==> src/hw/rtl/csvirc_pkg.sv <==
// Shared types and constants for the CSV incomplete-record checker.
`default_nettype none

package csvirc_pkg;

   localparam logic [7:0] NEWLINE_BYTE = 8'd10;

   // Control register indexes on the csr_ port
   localparam logic [1:0] REG_EXPECTED_FIELDS = 2'd0;
   localparam logic [1:0] REG_DELIMITER_CHAR  = 2'd1;
   localparam logic [1:0] REG_FIELD_CAPACITY  = 2'd2;

   localparam logic [3:0] EXPECTED_FIELDS_RST = 4'd7;
   localparam logic [7:0] DELIMITER_CHAR_RST  = 8'd44;
   localparam logic [4:0] FIELD_CAPACITY_RST  = 5'd19;

   typedef struct packed {
      logic [3:0] expected_fields;
      logic [7:0] delimiter_char;
      logic [4:0] field_capacity;
   } cfg_type;

   typedef struct packed {
      logic [7:0]  char_out;
      logic        store_enable;
      logic [3:0]  column_index;
      logic [4:0]  char_position;
      logic        field_end;
      logic        field_empty;
      logic        field_overflow;
      logic        row_end;
      logic        row_incomplete;
      logic [15:0] row_number;
      logic [15:0] incomplete_total;
   } result_type;

endpackage

`default_nettype wire

==> src/hw/rtl/csv_incomplete_record_check_top.sv <==
// Top level: handshakes, control registers and result register of the CSV checker.
// A result is registered and becomes valid in the cycle after its input transaction is accepted.
// Throughput: one byte per cycle; the result register frees itself in the cycle it
//   is taken, so req_ready stays high under continuous rsp_ready.
// Control writes are accepted every cycle (csr_ready is always high).
// Synchronous active-high reset clears tracking state, counters and rsp_valid and
//   loads the control registers with their defaults; no clearing pass is needed.
`default_nettype none

module csv_incomplete_record_check_top
   import csvirc_pkg::*;
#(
   parameter int MAX_COLUMNS    = 16,
   parameter int FIELD_BYTES    = 32,
   parameter int ROW_COUNT_BITS = 16
) (
   input  wire logic        clock,
   input  wire logic        reset,

   input  wire logic        csr_valid,
   output logic             csr_ready,
   input  wire logic [1:0]  csr_index,
   input  wire logic [7:0]  csr_wdata,

   input  wire logic        req_valid,
   output logic             req_ready,
   input  wire logic [7:0]  req_data_byte,

   output logic             rsp_valid,
   input  wire logic        rsp_ready,
   output logic [7:0]       rsp_char_out,
   output logic             rsp_store_enable,
   output logic [3:0]       rsp_column_index,
   output logic [4:0]       rsp_char_position,
   output logic             rsp_field_end,
   output logic             rsp_field_empty,
   output logic             rsp_field_overflow,
   output logic             rsp_row_end,
   output logic             rsp_row_incomplete,
   output logic [15:0]      rsp_row_number,
   output logic [15:0]      rsp_incomplete_total
);

   localparam int COL_TOP = (MAX_COLUMNS - 1 > 15) ? 15 : MAX_COLUMNS - 1;
   localparam int COL_W   = $clog2(COL_TOP + 1);
   localparam int POS_TOP = (FIELD_BYTES - 1 > 31) ? 31 : FIELD_BYTES - 1;
   localparam int POS_W   = $clog2(POS_TOP + 1);
   localparam int CNT_W   = (ROW_COUNT_BITS > 16) ? 16 : ROW_COUNT_BITS;

   cfg_type    cfg_ff;
   cfg_type    cfg_in;
   result_type result;
   result_type result_ff;
   logic       rsp_valid_ff;
   logic       rsp_valid_in;
   logic       req_accept;

   assign csr_ready  = 1'b1;
   assign req_ready  = !rsp_valid_ff || rsp_ready;
   assign req_accept = req_valid && req_ready;

   always_comb begin
      cfg_in = cfg_ff;
      if (csr_valid) begin
         case (csr_index)
            REG_EXPECTED_FIELDS: cfg_in.expected_fields = csr_wdata[3:0];
            REG_DELIMITER_CHAR:  cfg_in.delimiter_char  = csr_wdata;
            REG_FIELD_CAPACITY:  cfg_in.field_capacity  = csr_wdata[4:0];
            default:             cfg_in = cfg_ff;
         endcase
      end
   end

   csvirc_core #(
      .COL_W   (COL_W),
      .COL_TOP (COL_TOP),
      .POS_W   (POS_W),
      .POS_TOP (POS_TOP),
      .CNT_W   (CNT_W)
   ) u_core (
      .clock     (clock),
      .reset     (reset),
      .step      (req_accept),
      .cfg       (cfg_ff),
      .data_byte (req_data_byte),
      .result    (result)
   );

   always_comb begin
      rsp_valid_in = rsp_valid_ff;
      if (req_accept) begin
         rsp_valid_in = 1'b1;
      end else if (rsp_ready) begin
         rsp_valid_in = 1'b0;
      end
   end

   always_ff @(posedge clock) begin
      if (reset) begin
         cfg_ff.expected_fields <= EXPECTED_FIELDS_RST;
         cfg_ff.delimiter_char  <= DELIMITER_CHAR_RST;
         cfg_ff.field_capacity  <= FIELD_CAPACITY_RST;
         rsp_valid_ff           <= 1'b0;
      end else begin
         cfg_ff       <= cfg_in;
         rsp_valid_ff <= rsp_valid_in;
      end
   end

   always_ff @(posedge clock) begin
      if (req_accept) begin
         result_ff <= result;
      end
   end

   assign rsp_valid            = rsp_valid_ff;
   assign rsp_char_out         = result_ff.char_out;
   assign rsp_store_enable     = result_ff.store_enable;
   assign rsp_column_index     = result_ff.column_index;
   assign rsp_char_position    = result_ff.char_position;
   assign rsp_field_end        = result_ff.field_end;
   assign rsp_field_empty      = result_ff.field_empty;
   assign rsp_field_overflow   = result_ff.field_overflow;
   assign rsp_row_end          = result_ff.row_end;
   assign rsp_row_incomplete   = result_ff.row_incomplete;
   assign rsp_row_number       = result_ff.row_number;
   assign rsp_incomplete_total = result_ff.incomplete_total;

   a_accept_loads_rsp: assert property (@(posedge clock) disable iff (reset)
      req_accept |=> rsp_valid_ff)
      else $error("accepted transaction produced no result");

   a_no_overwrite: assert property (@(posedge clock) disable iff (reset)
      rsp_valid_ff && !rsp_ready |-> !req_accept)
      else $error("pending result overwritten");

   a_drain: assert property (@(posedge clock) disable iff (reset)
      rsp_valid_ff && rsp_ready && !req_accept |=> !rsp_valid_ff)
      else $error("result repeated after hand-off");

endmodule

`default_nettype wire

==> src/hw/rtl/csvirc_core.sv <==
// Field/row tracking state and per-byte result evaluation.
`default_nettype none

module csvirc_core
   import csvirc_pkg::*;
#(
   parameter int COL_W   = 4,
   parameter int COL_TOP = 15,
   parameter int POS_W   = 5,
   parameter int POS_TOP = 31,
   parameter int CNT_W   = 16
) (
   input  wire logic       clock,
   input  wire logic       reset,
   input  wire logic       step,
   input  wire cfg_type    cfg,
   input  wire logic [7:0] data_byte,
   output result_type      result
);

   localparam logic [COL_W-1:0] COL_LIMIT = COL_W'(COL_TOP);
   localparam logic [4:0]       POS_LIMIT = 5'(POS_TOP);

   logic [COL_W-1:0] col_ff, col_in;
   logic [POS_W-1:0] pos_ff, pos_in;
   logic             gap_ff, gap_in;
   logic [CNT_W-1:0] row_cnt_ff, row_cnt_in;
   logic [CNT_W-1:0] gap_cnt_ff, gap_cnt_in;

   logic [4:0]       cap_eff;
   logic [4:0]       pos_top;
   logic [4:0]       pos_x;
   logic [4:0]       col_x;
   logic [4:0]       exp_x;
   logic             is_nl;
   logic             is_end;
   logic             fempty;
   logic             gap_mid;
   logic             gap_row;
   logic             ovf;
   logic             store;
   logic [CNT_W-1:0] gap_cnt_nx;

   always_comb begin
      cap_eff = (cfg.field_capacity == 5'd0) ? 5'd1 : cfg.field_capacity;
      pos_top = (cap_eff > POS_LIMIT) ? POS_LIMIT : cap_eff;
      pos_x   = 5'(pos_ff);
      col_x   = 5'(col_ff);
      exp_x   = {1'b0, cfg.expected_fields};

      // newline wins when the delimiter is also 10
      is_nl   = (data_byte == NEWLINE_BYTE);
      is_end  = is_nl || (data_byte == cfg.delimiter_char);
      fempty  = (pos_ff == '0);

      gap_mid = gap_ff | (is_end & fempty & (col_x < exp_x));
      // short row: fields never reached count as empty
      gap_row = gap_mid | ((col_x + 5'd1) < exp_x);

      ovf     = !is_end && (pos_x >= pos_top);
      store   = !is_end && !ovf && (col_x < exp_x);

      gap_cnt_nx = gap_cnt_ff;
      if (is_nl && gap_row && (gap_cnt_ff != '1)) begin
         gap_cnt_nx = gap_cnt_ff + 1'b1;
      end

      result.char_out         = data_byte;
      result.store_enable     = store;
      result.column_index     = 4'(col_ff);
      result.char_position    = pos_x;
      result.field_end        = is_end;
      result.field_empty      = is_end & fempty;
      result.field_overflow   = ovf;
      result.row_end          = is_nl;
      result.row_incomplete   = is_nl & gap_row;
      result.row_number       = 16'(row_cnt_ff);
      result.incomplete_total = 16'(gap_cnt_nx);
   end

   always_comb begin
      col_in     = col_ff;
      pos_in     = pos_ff;
      gap_in     = gap_ff;
      row_cnt_in = row_cnt_ff;
      gap_cnt_in = gap_cnt_ff;
      if (step) begin
         if (is_end) begin
            pos_in = '0;
            if (is_nl) begin
               col_in     = '0;
               gap_in     = 1'b0;
               gap_cnt_in = gap_cnt_nx;
               if (row_cnt_ff != '1) begin
                  row_cnt_in = row_cnt_ff + 1'b1;
               end
            end else begin
               gap_in = gap_mid;
               if (col_ff < COL_LIMIT) begin
                  col_in = col_ff + 1'b1;
               end
            end
         end else if (!ovf) begin
            pos_in = pos_ff + 1'b1;
         end
      end
   end

   always_ff @(posedge clock) begin
      if (reset) begin
         col_ff     <= '0;
         pos_ff     <= '0;
         gap_ff     <= 1'b0;
         row_cnt_ff <= '0;
         gap_cnt_ff <= '0;
      end else begin
         col_ff     <= col_in;
         pos_ff     <= pos_in;
         gap_ff     <= gap_in;
         row_cnt_ff <= row_cnt_in;
         gap_cnt_ff <= gap_cnt_in;
      end
   end

   a_gap_rows_le_rows: assert property (@(posedge clock) disable iff (reset)
      gap_cnt_ff <= row_cnt_ff)
      else $error("incomplete row count exceeds row count");

   a_pos_bounded: assert property (@(posedge clock) disable iff (reset)
      5'(pos_ff) <= POS_LIMIT)
      else $error("field position beyond limit");

   a_newline_clears: assert property (@(posedge clock) disable iff (reset)
      step && is_nl |=> col_ff == '0 && pos_ff == '0 && !gap_ff)
      else $error("row state not cleared after newline");

   a_idle_holds: assert property (@(posedge clock) disable iff (reset)
      !step |=> $stable(row_cnt_ff) && $stable(col_ff) && $stable(pos_ff))
      else $error("tracking state moved without a transaction");

endmodule

`default_nettype wire
==> config.mk <==
export PLATFORM = sky130hd
export DESIGN_NAME = csv_incomplete_record_check_top
export DESIGN_NICKNAME = d
export VERILOG_FILES = /design/src/hw/rtl/csvirc_pkg.sv /design/src/hw/rtl/csv_incomplete_record_check_top.sv /design/src/hw/rtl/csvirc_core.sv
export SDC_FILE = /design/constraint.sdc
export NUM_CORES = 1
export LEC_CHECK = 0
export BUFFER_PORTS_ARGS = -buffer_cell sky130_fd_sc_hd__buf_2
export CORE_MARGIN = 1.5
export CORE_UTILIZATION = 55
export CTS_CLUSTER_SIZE = 25
export DETAILED_ROUTE_END_ITERATION = 16
export GPL_ROUTABILITY_DRIVEN = 1
export PLACE_DENSITY_LB_ADDON = 0.25
export SLEW_MARGIN = 10
export SYNTH_ARGS = -nofsm -noshare
export SYNTH_HDL_FRONTEND = slang
export SYNTH_SLANG_ARGS = --single-unit
==> constraint.sdc <==
create_clock -name clock -period 2.7 [get_ports clock]
set_input_delay 0.135 -clock clock [delete_from_list [all_inputs] [get_ports clock]]
set_output_delay 0.135 -clock clock [all_outputs]
set_load 0.05 [all_outputs]
==> results.toml, run 1 <==
[critical_path]
cp-start-kind = "flip-flop"
r2r_slack_ps = 150
crit_cells = 8
path_cells = "ha_1, ha_1, a21boi_0, o31ai_1, a21oi_1, a21oi_1, and2_1, o21ai_0"
cp_slowest_cell = "a21oi_1"
crit_type = "flip-flop to flip-flop"
endpoint_kind = "flip-flop"
startpoint = "u_core.col_ff[0]"
timing.critical_path.buf_inv = 0
reg2reg_to = "u_core.gap_cnt_ff[0]"
crit_end = "u_core.gap_cnt_ff[0]"
max_stage_delay_ps = 500
cp.required_ps = 3130
cp.arrival_ps = 2970
crit_fanout = 8
rr_startpoint = "u_core.col_ff[0]"
path_delay_family = "compound AO/OA/AOI/OAI gates"
r2r.worst_path.cells = 8

[power_and_ir_drop]
p_per_area_nw_per_um2 = 700
peakVddDrop_v = 0.000424
leakage_uw = 0.00261
finalPower_uw = 4490

[global_routing]
grt_pass1_vias = 3822
overflow = 0
grt_max_degree = 46
antenna_found_initial = 0
grt_usage = 0.228
grt_pass1_wl_mm = 17.7

[route]
drt_iter0_markers = 158
ant_nets = 0
totalWireLength_mm = 10.6
drc = 0
wire_per_inst_um = 15.1
num_vias = 3970
vias_per_cell = 5.64
first_pass_iters = 6

[place]
place.gp.congestion = 0.887
dp_hpwl_mm = 7.20
numPortBuffers = 79
dp.cells = 654
dp_slack_ps = 203

[cells_and_area]
area_growth_pct = 25.3
nNetsFinal = 619
antennaDiodeCount = 0
post-route-util = 0.701
most-common-layout-cells = "buf_2, dfxtp_1, edfxtp_1"
drive_gt1_frac = 0.223
final_cells = 704
final_common_cell = "buf_2"

[run_status]
status = "finished clean"

[timing]
finalCriticalPeriod_ps = 2550
fin_crit_sh = 0.943
worst_slew_pin_slew_ps = 872
setup_violations = 0
rsz0062_at_grt = "true"
fin_skew_ps = 8.33
tns_ps = 0
finalHoldViolations = 0
fin_ws_ps = 153
relSlewSlack = 0.417
maxSlewViolCount = 0
fmax_mhz = 393

[floorplanning]
top_level_ports = 81
die_w_um = 99.5
die_area_um2 = 9900
fp-row-count = 35
core_region_area_um2 = 9150
die_y_um = 99.5
initial_core_util = 0.560

[yosys]
yosysSeqAreaShare = 0.557
synth-async-reset-ratio = 0
synth_fa_ha_area_frac = 0.0391
synth-edff-count = 55
synth_compound_area_frac = 0.103
synth_cells = 472
syn_area_um2 = 5120
syn_nets = 511
synthDistinctLibCells = 55
synth_top_family_by_area = "simple AND/OR/NAND/NOR gates"
avgSynthCellArea_um2 = 10.9
synth_xor_area_frac = 0.0667
synth_ff_type = "dfxtp_1"
yosysWarnings = 0
synthMuxAreaShare = 0.0266
yosys.area_share.simple = 0.174
ys_ff_latch = 115

[clocking]
numCtsBuffers = 17
clk_root_buffer_cell = "clkbuf_8"
postCtsSetupBuffers = 0
insertion_delay_ps = 520
clock_tree.buffer_depth = 2
clock_sinks = 115
cts_tree = "built"
htreeDepth = 4
path_clk_slew_ps = 60

[min_path]
min_path_type = "primary input to flip-flop"
hp-start = "csr_index[1]"

[run]
cap_viol_max_count = 0
==> area by class of cell <==
cell class / count / area (um2)
inverters: 22 / 86.3
clock buffers: 17 / 414
multi-input cells: 319 / 2110
repair buffers: 105 / 636
well taps: 111 / 139
flip-flops and latches: 115 / 2850
clock inverters: 15 / 181
fillers: 666 / 2740
==> per-stage QoR <==
stage / instance area, um2 / hold WS [ps]
2_1_floorplan: 5130 / 234
3_3_place_gp: 5640 / 353
3_5_place_dp: 5640 / 354
4_1_cts: 6420 / 50.0
5_1_grt: 6420 / 98.7
6_report: 6420 / 70.7
==> Yosys cell counts, drive strengths merged, types with 4 or more instances <==
master / instances / area [um2]
ha: 16 / 200
nor2: 55 / 209
or3: 9 / 56.3
nor3: 10 / 50.1
inv: 22 / 82.6
or4: 4 / 33.8
edfxtp: 55 / 1650
and3: 8 / 50.1
clkbuf: 8 / 30.0
xor2: 20 / 175
nand3: 16 / 80.1
buf: 8 / 53.8
xnor2: 19 / 166
nand2b: 8 / 50.1
nand4: 15 / 93.8
a21oi: 24 / 120
o21ai: 22 / 114
a211oi: 11 / 87.6
dfxtp: 60 / 1200
mux2i: 11 / 110
a211o: 6 / 52.6
nand2: 21 / 78.8
==> registers in the layout (all words and copies together) (netlist names), 4 cells and up <==
| signal | cells |
|---|---|
| u_core.pos_ff | 5 |
| rsp_incomplete_total | 16 |
| cfg_ff | 17 |
| u_core.col_ff | 4 |
| u_core.gap_cnt_ff | 16 |
| rsp_column_index | 4 |
| u_core.row_cnt_ff | 16 |
| rsp_row_number | 16 |
| rsp_char_position | 5 |
| rsp_char_out | 8 |
==> cells by family after synthesis <==
family | after synthesis
buffers and inverters | 38
AND/OR/NAND/NOR | 167
adder cells (fa/ha/maj) | 16
AO/OA/AOI/OAI | 83
XOR/XNOR | 39
multiplexers | 13
other | 1
flip-flops | 115
==> worst reg2reg max path: stages, from the launching register on <==
cell	delay, ps
dfxtp_1	410
ha_1	290
ha_1	280
a21boi_0	180
o31ai_1	100
a21oi_1	500
a21oi_1	260
and2_1	250
o21ai_0	180
==> layer usage <==
layer | vias up | part of all wire | track usage
li1 | 1944 | - | -
met1 | 1888 | 0.43 | 0.275
met2 | 115 | 0.51 | 0.388
met3 | 23 | 0.041 | 0.0618
met4 | 0 | 0.020 | 0.0964
met5 | - | 0 | 0
==> how the worst min path moves through the flow <==
stage | end | slack, ps | depth (start not counted)
2_1_floorplan | rsp_char_out[0] | 230 | 0
3_3_place_gp | rsp_char_out[0] | 350 | 1
3_5_place_dp | rsp_char_out[2] | 350 | 1
4_1_cts | cfg_ff[15] | 50 | 4
5_1_grt | cfg_ff[15] | 100 | 4
6_report | cfg_ff[15] | 70 | 4
==> report_power, final <==
group          total, uW  internal [uW]  switching, uW
clock network       2220           1410            805
registers           1910           1880           22.1
logic                370            101            269
total               4490           3400           1100
==> what timing repair did <==
| action | 4_1_cts | 5_1_grt |
|---|---|---|
| hold endpoints to repair | 26 | 0 |
| setup endpoints to repair | 0 | 1 |
| resized for setup | 0 | 0 |
| hold buffers | 18 | 0 |
No activity file was read; power rests on OpenSTA's default activity.
==> inputs of run 2 (changes only) <==
--- a/config.mk
+++ b/config.mk
@@ -8,6 +8,7 @@
 export BUFFER_PORTS_ARGS = -buffer_cell sky130_fd_sc_hd__buf_2
 export CORE_MARGIN = 1.5
 export CORE_UTILIZATION = 55
+export CTS_BUF_LIST = sky130_fd_sc_hd__clkbuf_4
 export CTS_CLUSTER_SIZE = 25
 export DETAILED_ROUTE_END_ITERATION = 16
 export GPL_ROUTABILITY_DRIVEN = 1
==> run 2 against run 1 <==
  * Total power decreased by 19%
  * Highest routed layer unchanged
  * Clock power decreased by 40%
  * Combinational power about the same
  * Sequential power about the same
  * Register-to-register slack about the same
  * Global-route usage decreased by 0.072 points
  * Routed wire length increased by 0.53%
  * Largest power group is now sequential cells
  * Critical endpoint is now rsp_incomplete_total[15]
  * Sequential cell count unchanged
  * Critical path type unchanged
  * First-iteration DRC count decreased by 4.4%
  * Sequential share of layout area increased by 2.0 points
==> results.toml, run 2 (synthesized netlist as in run 1, its figures left out) <==
[route]
totalWireLength_mm = 10.7
wire_per_inst_um = 15.2
vias_per_cell = 5.65
first_pass_iters = 5
ant_nets = 0
num_vias = 3977
drc = 0
drt_iter0_markers = 151

[global_routing]
grt_max_degree = 46
grt_usage = 0.228
antenna_found_initial = 0
grt_pass1_vias = 3796
overflow = 0
grt_pass1_wl_mm = 17.8

[timing]
relSlewSlack = 0.400
maxSlewViolCount = 0
fmax_mhz = 393
fin_ws_ps = 158
fin_crit_sh = 0.941
setup_violations = 0
worst_slew_pin_slew_ps = 898
holdWs_ps = 80.3
rsz0062_at_grt = "true"
finalHoldViolations = 0
fin_skew_ps = 20.2
finalCriticalPeriod_ps = 2540

[place]
place.gp.congestion = 0.887
numPortBuffers = 79
placed_cell_area_um2 = 5640
dp_slack_ps = 203
dp_hpwl_mm = 7.20
dp.cells = 654

[critical_path]
cp.arrival_ps = 2790
rr_startpoint = "u_core.col_ff[0]"
crit_type = "flip-flop to flip-flop"
cp.required_ps = 2950
endpoint_kind = "flip-flop"
r2r.worst_path.cells = 9
r2r_slack_ps = 160
reg2reg_to = "rsp_incomplete_total[15]"
crit_fanout = 11
cp-start-kind = "flip-flop"

[clocking]
cts_tree = "built"
clock_tree.buffer_depth = 2
postCtsSetupBuffers = 0
numCtsBuffers = 17
insertion_delay_ps = 520
path_clk_slew_ps = 100
clk_root_buffer_cell = "clkbuf_4"
clock_sinks = 115
htreeDepth = 4

[floorplanning]
initial_core_util = 0.560
fp-row-count = 35
die_y_um = 99.5
top_level_ports = 81
core_region_area_um2 = 9150
die_w_um = 99.5
die_area_um2 = 9900

[cells_and_area]
final_cell_area_um2 = 6130
fill_cells = 708
final_common_cell = "buf_2"
largest_register_ff_count = 17
area_growth_pct = 19.8
final_cells = 704
most-common-layout-cells = "buf_2, dfxtp_1, edfxtp_1"
antennaDiodeCount = 0
nNetsFinal = 619
multi_input_area_um2 = 2110
regMostFlops = "cfg_ff"
drive_gt1_frac = 0.224
regArea_um2 = 2850

[power_and_ir_drop]
leakage_uw = 0.00248
p_per_area_nw_per_um2 = 589
peakVddDrop_v = 0.000285

[min_path]
hold-path-endpoint = "cfg_ff[15]"
holdPathStages = 4
hp-start = "csr_index[1]"
min_path_type = "primary input to flip-flop"

[run]
cap_viol_max_count = 0

[run_status]
status = "finished clean"
-- run 2: cell count changes in the layout (fill, tap and decap cells not counted) --
cell,previous run,this run
clkbuf_16,16,0
clkbuf_4,0,17
clkbuf_8,1,0
nor3_1,10,9
nor3_2,0,1
-- run 2: final cells by class --
class	count	share of cell area
Clock buffer	17	0.0208
Clock inverter	15	0.0296
Inverter	22	0.0141
Multi-Input combinational cell	319	0.344
Sequential cell	115	0.465
Tap cell	111	0.0226
Timing Repair Buffer	105	0.104
-- run 2: per-layer routing --
| metal | wire length (um) | share of wire | track usage | vias to the layer above |
|---|---|---|---|---|
| met4 | 208 | 0.019 | 0.0986 | 0 |
| met2 | 5440 | 0.51 | 0.383 | 103 |
| li1 | - | - | - | 1949 |
| met3 | 418 | 0.039 | 0.0618 | 26 |
| met1 | 4620 | 0.43 | 0.276 | 1899 |
| met5 | 0 | 0 | 0 | - |
-- run 2: worst max-delay path, stage by stage, from the launching register on --
cell      delay, ps
dfxtp_1         430
ha_1            290
ha_1            280
a21boi_0        130
o31ai_1         270
a21o_1          190
o21ai_1         140
buf_4           220
nor4_1          250
xor2_1          100
-- run 2: worst max path at each step --
stage,startpoint,to,cells after the start
after global placement,u_core.col_ff[0],rsp_incomplete_total[15],9
after floorplan,rsp_valid,u_core.col_ff[2],6
after CTS,u_core.col_ff[0],rsp_incomplete_total[15],9
after detailed placement,u_core.col_ff[0],rsp_incomplete_total[15],9
after global routing,u_core.col_ff[0],rsp_incomplete_total[15],9
final,u_core.col_ff[0],rsp_incomplete_total[15],9
-- run 2: power by group --
part	total (uW)	switching [uW]	internal, uW
Clock	1340	692	650
Sequential	1900	21.8	1880
Combinational	373	271	102
Total	3620	984	2630
-- run 2: what timing repair did --
| action | 4_1_cts | 5_1_grt |
|---|---|---|
| hold buffers | 18 | 0 |
| endpoints found under the hold margin | 26 | 0 |
| endpoints found under the setup margin | 0 | 3 |
| resized for setup | 0 | 1 |
-- run 2: through the flow --
| step | utilization | TNS [ps] | total power (uW) |
|---|---|---|---|
| final | 0.670 | 0 | 3620 |
| after global routing | 0.670 | -50.5 | 3750 |
| after CTS | 0.670 | 0 | 3630 |
| after detailed placement | 0.616 | 0 | 2290 |
| after global placement | 0.616 | 0 | 2280 |
| after floorplan | - | 0 | 2200 |
